## src/hdl/swc_pkg.sv

```systemverilog
// ----------------------------------------------------------------------------
// swc_pkg
// shared constants, types and command/status structs of the cache unit
// ----------------------------------------------------------------------------
`default_nettype none

package swc_pkg;

    localparam int WAYS         = 4;
    localparam int LINE_BYTES   = 32;
    localparam int CACHE_BYTES  = 4096;
    localparam int MEMORY_BYTES = 65536;

    localparam int SETS   = CACHE_BYTES / WAYS / LINE_BYTES;
    localparam int OFF_W  = $clog2(LINE_BYTES);
    localparam int SET_W  = (SETS > 1) ? $clog2(SETS) : 1;
    localparam int WAY_W  = (WAYS > 1) ? $clog2(WAYS) : 1;
    localparam int MEM_W  = $clog2(MEMORY_BYTES);
    localparam int TAG_W  = MEM_W - OFF_W - SET_W;
    localparam int IDX_W  = OFF_W + 1;
    localparam int LMEM_W = WAY_W + SET_W + OFF_W;
    localparam int ADDR_W = 17;
    localparam int DATA_W = 8;
    localparam int CNT_W  = 32;

    typedef enum logic [2:0] {
        ST_CLEAR,
        ST_IDLE,
        ST_LOOKUP,
        ST_WB,
        ST_FILL,
        ST_ACCESS,
        ST_RESPOND
    } state_t;

    typedef enum logic [1:0] {
        MOP_NONE,
        MOP_WB,
        MOP_FILL
    } mop_t;

    typedef struct packed {
        logic             latch;
        logic             lookup;
        mop_t             mop;
        logic [OFF_W-1:0] idx;
        logic             access;
        logic             clear_wr;
        logic [MEM_W-1:0] clear_addr;
        logic             respond;
    } cmd_t;

    typedef struct packed {
        logic bad;
        logic hit;
        logic dirty_victim;
    } sts_t;

endpackage

`default_nettype wire

```

## src/hdl/swc_ctrl.sv

```systemverilog
// ----------------------------------------------------------------------------
// swc_ctrl
// sequencer: clear pass, lookup, write-back, fill, access and respond
// ----------------------------------------------------------------------------
`default_nettype none

module swc_ctrl (
    input  wire logic          clk,
    input  wire logic          rst_n,
    input  wire logic          start,
    output logic               busy,
    output logic               done,
    input  swc_pkg::sts_t      sts,
    output swc_pkg::cmd_t      cmd
);
    import swc_pkg::*;

    state_t           state_reg, state_next;
    logic [MEM_W-1:0] clr_reg, clr_next;
    logic [IDX_W-1:0] idx_reg, idx_next;
    logic             idx_last;

    assign idx_last = (idx_reg == IDX_W'(LINE_BYTES));

    // next state
    always_comb
    begin
        state_next = state_reg;
        unique case (state_reg)
            ST_CLEAR:
            begin
                if (clr_reg == {MEM_W{1'b1}})
                    state_next = ST_IDLE;
            end
            ST_IDLE:
            begin
                if (start)
                    state_next = ST_LOOKUP;
            end
            ST_LOOKUP:
            begin
                priority if (sts.bad)
                    state_next = ST_RESPOND;
                else if (sts.hit)
                    state_next = ST_ACCESS;
                else if (sts.dirty_victim)
                    state_next = ST_WB;
                else
                    state_next = ST_FILL;
            end
            ST_WB:
            begin
                if (idx_last)
                    state_next = ST_FILL;
            end
            ST_FILL:
            begin
                if (idx_last)
                    state_next = ST_ACCESS;
            end
            ST_ACCESS:  state_next = ST_RESPOND;
            ST_RESPOND: state_next = ST_IDLE;
            default:    state_next = ST_IDLE;
        endcase
    end

    // outputs
    always_comb
    begin
        cmd            = '0;
        cmd.mop        = MOP_NONE;
        cmd.idx        = idx_reg[OFF_W-1:0];
        cmd.clear_addr = clr_reg;
        clr_next       = clr_reg;
        idx_next       = '0;
        unique case (state_reg)
            ST_CLEAR:
            begin
                cmd.clear_wr = 1'b1;
                clr_next     = clr_reg + MEM_W'(1);
            end
            ST_IDLE:    cmd.latch  = start;
            ST_LOOKUP:  cmd.lookup = 1'b1;
            ST_WB, ST_FILL:
            begin
                if (!idx_last)
                begin
                    cmd.mop  = (state_reg == ST_WB) ? MOP_WB : MOP_FILL;
                    idx_next = idx_reg + IDX_W'(1);
                end
            end
            ST_ACCESS:  cmd.access  = 1'b1;
            ST_RESPOND: cmd.respond = 1'b1;
            default:    cmd.latch   = 1'b0;
        endcase
    end

    assign busy = (state_reg != ST_IDLE);
    assign done = (state_reg == ST_RESPOND);

    always_ff @(posedge clk or negedge rst_n)
    begin
        if (!rst_n)
        begin
            state_reg <= ST_CLEAR;
            clr_reg   <= '0;
            idx_reg   <= '0;
        end
        else
        begin
            state_reg <= state_next;
            clr_reg   <= clr_next;
            idx_reg   <= idx_next;
        end
    end

    a_accept_lookup: assert property (@(posedge clk) disable iff (!rst_n)
        (start && !busy) |=> (state_reg == ST_LOOKUP))
        else $error("accepted request did not enter lookup");

    a_respond_once: assert property (@(posedge clk) disable iff (!rst_n)
        done |=> !done)
        else $error("result strobe held for more than one cycle");

    a_idx_bound: assert property (@(posedge clk) disable iff (!rst_n)
        idx_reg <= IDX_W'(LINE_BYTES))
        else $error("line byte index overran the line");

endmodule

`default_nettype wire

```

## config.mk

```make
export PLATFORM = sky130hd
export DESIGN_NAME = swc_ctrl
export DESIGN_NICKNAME = d
export VERILOG_FILES = /design/src/hdl/swc_pkg.sv /design/src/hdl/swc_ctrl.sv
export SDC_FILE = /design/constraint.sdc
export NUM_CORES = 1
export LEC_CHECK = 0
export BUFFER_PORTS_ARGS = -buffer_cell sky130_fd_sc_hd__buf_2
export CORE_ASPECT_RATIO = 1.75
export CORE_MARGIN = 2
export CORE_UTILIZATION = 47
export CTS_BUF_LIST = sky130_fd_sc_hd__clkbuf_2
export DETAILED_ROUTE_END_ITERATION = 10
export PLACE_DENSITY = 0.73
export RECOVER_POWER = 100
export SKIP_CTS_REPAIR_TIMING = 1
export SLEW_MARGIN = 20
export SYNTH_ARGS = -nofsm -noshare
export SYNTH_HDL_FRONTEND = slang
export SYNTH_SLANG_ARGS = --single-unit
```

## constraint.sdc

```tcl
create_clock -name clk -period 4.82 [get_ports clk]
set_clock_uncertainty 0.2 [all_clocks]
set_input_delay 0.241 -clock clk [delete_from_list [all_inputs] [get_ports clk]]
set_output_delay 0.241 -clock clk [all_outputs]
set_load 0.05 [all_outputs]
```

==> flow_metrics.tcl <==
set metrics [dict create \
    min_path_cells 3 \
    startpoint_type "flip-flop" \
    root_buffer "clkbuf_2" \
    finalHoldViolations 0 \
    grt-ovfl-total 0 \
    avgSynthCellArea_um2 10.12 \
    end_kind "output pin" \
    layout-drive-gt1-share 0.06329 \
    routed_via_density 5.341 \
    antenna_found_initial 0 \
    dr.pass1.iters 4 \
    reg2regPathDepth 4 \
    critical_path_class "reg -> out" \
    diodes 0 \
    rows 25 \
    coreArea_um2 2659 \
    cp.required_ns 4.38 \
    dp_hpwl_um 1857 \
    final_common_cell "clkbuf_1" \
    ant_nets 0 \
    drc_errors 0 \
    yosys_warnings 0 \
    cts_max_level 1 \
    vdd_drop_max_mv 0.3603 \
    numCtsBuffers 3 \
    cts.path.max_buffers 2 \
    finalMaxSlewViolations 0 \
    portBuffers 35 \
    syn-num-nets 137 \
    rsz0062_at_grt "no" \
    mostFrequentLayoutCells "clkbuf_1 (31), dfrtp_1 (25), nor2_1 (13), xnor2_1 (12)" \
    cts_sinks 25 \
    setup_tns_ns 0 \
    synthArstFlopShare 1.000 \
    status "finished clean" \
    post_dp_cell_area_um2 1431 \
    tightest_slew_ns 1.308 \
    power_density_nw_per_um2 537.7 \
    cp_max_fo 7 \
    power.leakage_nw 0.6215 \
    final_area_um2 1418 \
    grt_pass1_wl_um 4140 \
    synth-edff-count 0 \
    drv_cap 0 \
    holdCritPathClass "in -> reg" \
    fin_crit_sh 0.5453 \
    arrival_ns 2.19 \
    grt_pass1_vias 975 \
    vias 988 \
    max-slew-margin-rel 0.1279 \
    netlist_instances 128 \
    routed_wl_um 2435 \
    largest_reg_flops 16 \
    io_pins 36 \
    initial_core_util 0.4871 \
    clkTransAtPathRegs_ns 0.23 \
    cts_tree "done" \
    dieHeight_um 73.44 \
    drtIter0Drc 16 \
    ys_seq_elements 25 \
    ys_types 34 \
    die_area_um2 3208 \
    nFillCells 269 \
    finalWeightedCongestion 0.7363 \
    synth_area_um2 1295 \
    yosysSeqAreaShare 0.4831 \
    min_period_ns 2.628 \
    fmaxAchievable_ghz 0.3805 \
    wl_per_cell_um 13.16 \
    setup_violations 0 \
    fin_nets 168 \
    grt.total_usage 0.1703 \
    syn_to_final_growth_pct 9.469 \
    die_w_um 43.68 \
    grt_max_degree 26 \
    clock_latency_ns 0.35 \
    synth_flop_cell "dfrtp_1" \
]
==> metal layers <==
metal,global-route usage,vias up,part of all wire,routed length (µm)
met5,0,-,0,0
met4,0.07071,0,0.016,38
met3,0.01720,4,0.034,84
met2,0.3121,20,0.56,1360
met1,0.1936,477,0.39,952
li1,-,487,-,-
==> path summary, 6_finish.rpt <==
check | start | to | slack [ns]
min reg2reg | clr_reg[14] | clr_reg[14] | 0.31
min in group asynchronous | rst_n | state_reg[0] | 0.46
max reg2reg | state_reg[2] | clr_reg[14] | 2.19
max in group asynchronous | rst_n | clr_reg[1] | 3.19
max | idx_reg[0] | cmd[24] | 2.19
min | sts[2] | state_reg[2] | 0.02
==> stage by stage <==
stage                     cells  hold slack [ns]  power [mW]  setup WS (ns)  utilization
final                       185          0.01670      0.7623          2.192       0.5332
after global routing        185          0.02809      0.8144          1.902       0.5332
after CTS                   183          -0.3674      0.7881          2.278       0.5459
after detailed placement    179          0.05987      0.7067          2.535       0.5384
after global placement      179          0.05953      0.6984          2.544       0.5384
after floorplan             128          -0.2546      0.6326          2.068            -
==> logic make-up (layout without fill, tap and decap cells) <==
group	after synthesis	count (layout)	synth area share
xor gates and xnor gates	19	19	0.1285
buffers and inverters	15	45	0.06762
AOI/OAI and AO/OA	7	7	0.03866
adders and majority gates	3	3	0.02899
and+or+nand+nor	58	58	0.2444
DFF	25	25	0.4831
muxes	1	1	0.008695
==> report_power, final <==
part / internal, mW / switching, mW
sequential: 0.253 / 0.0687
combinational: 0.0863 / 0.273
clock: 0.0188 / 0.0616
total: 0.359 / 0.404
==> final cells by class <==
| class | instances | area (µm²) | area share |
|---|---|---|---|
| Inverter | 4 | 15.01 | 0.01059 |
| Clock buffer | 3 | 15.01 | 0.01059 |
| Timing Repair Buffer | 37 | 156.4 | 0.1103 |
| Tap cell | 27 | 33.78 | 0.02383 |
| Sequential cell | 25 | 625.6 | 0.4413 |
| Clock inverter | 1 | 5.005 | 0.003530 |
| Multi-Input combinational cell | 88 | 566.8 | 0.3998 |
==> cells in the mapped netlist, types with 2 or more instances <==
cell	n	share of area
and3_1	4	0.019
nand2_1	9	0.026
nor4_1	2	0.0097
clkbuf_1	3	0.0087
xnor2_1	12	0.081
dfrtp_1	25	0.48
nand4_1	3	0.014
nand3_1	9	0.035
inv_1	4	0.012
nor2_1	13	0.038
buf_4	6	0.035
nand2b_1	4	0.019
xor2_1	7	0.047
ha_1	3	0.029
nor3_1	5	0.019
==> critical path: stages, from the launching register on <==
cell	delay [ns]
dfrtp_1	0.47
inv_1	0.07
ha_1	0.13
nand2_1	0.04
nor4_1	0.68
nor3_1	0.11
clkbuf_1	0.33
(Power assumes the default switching activity.)
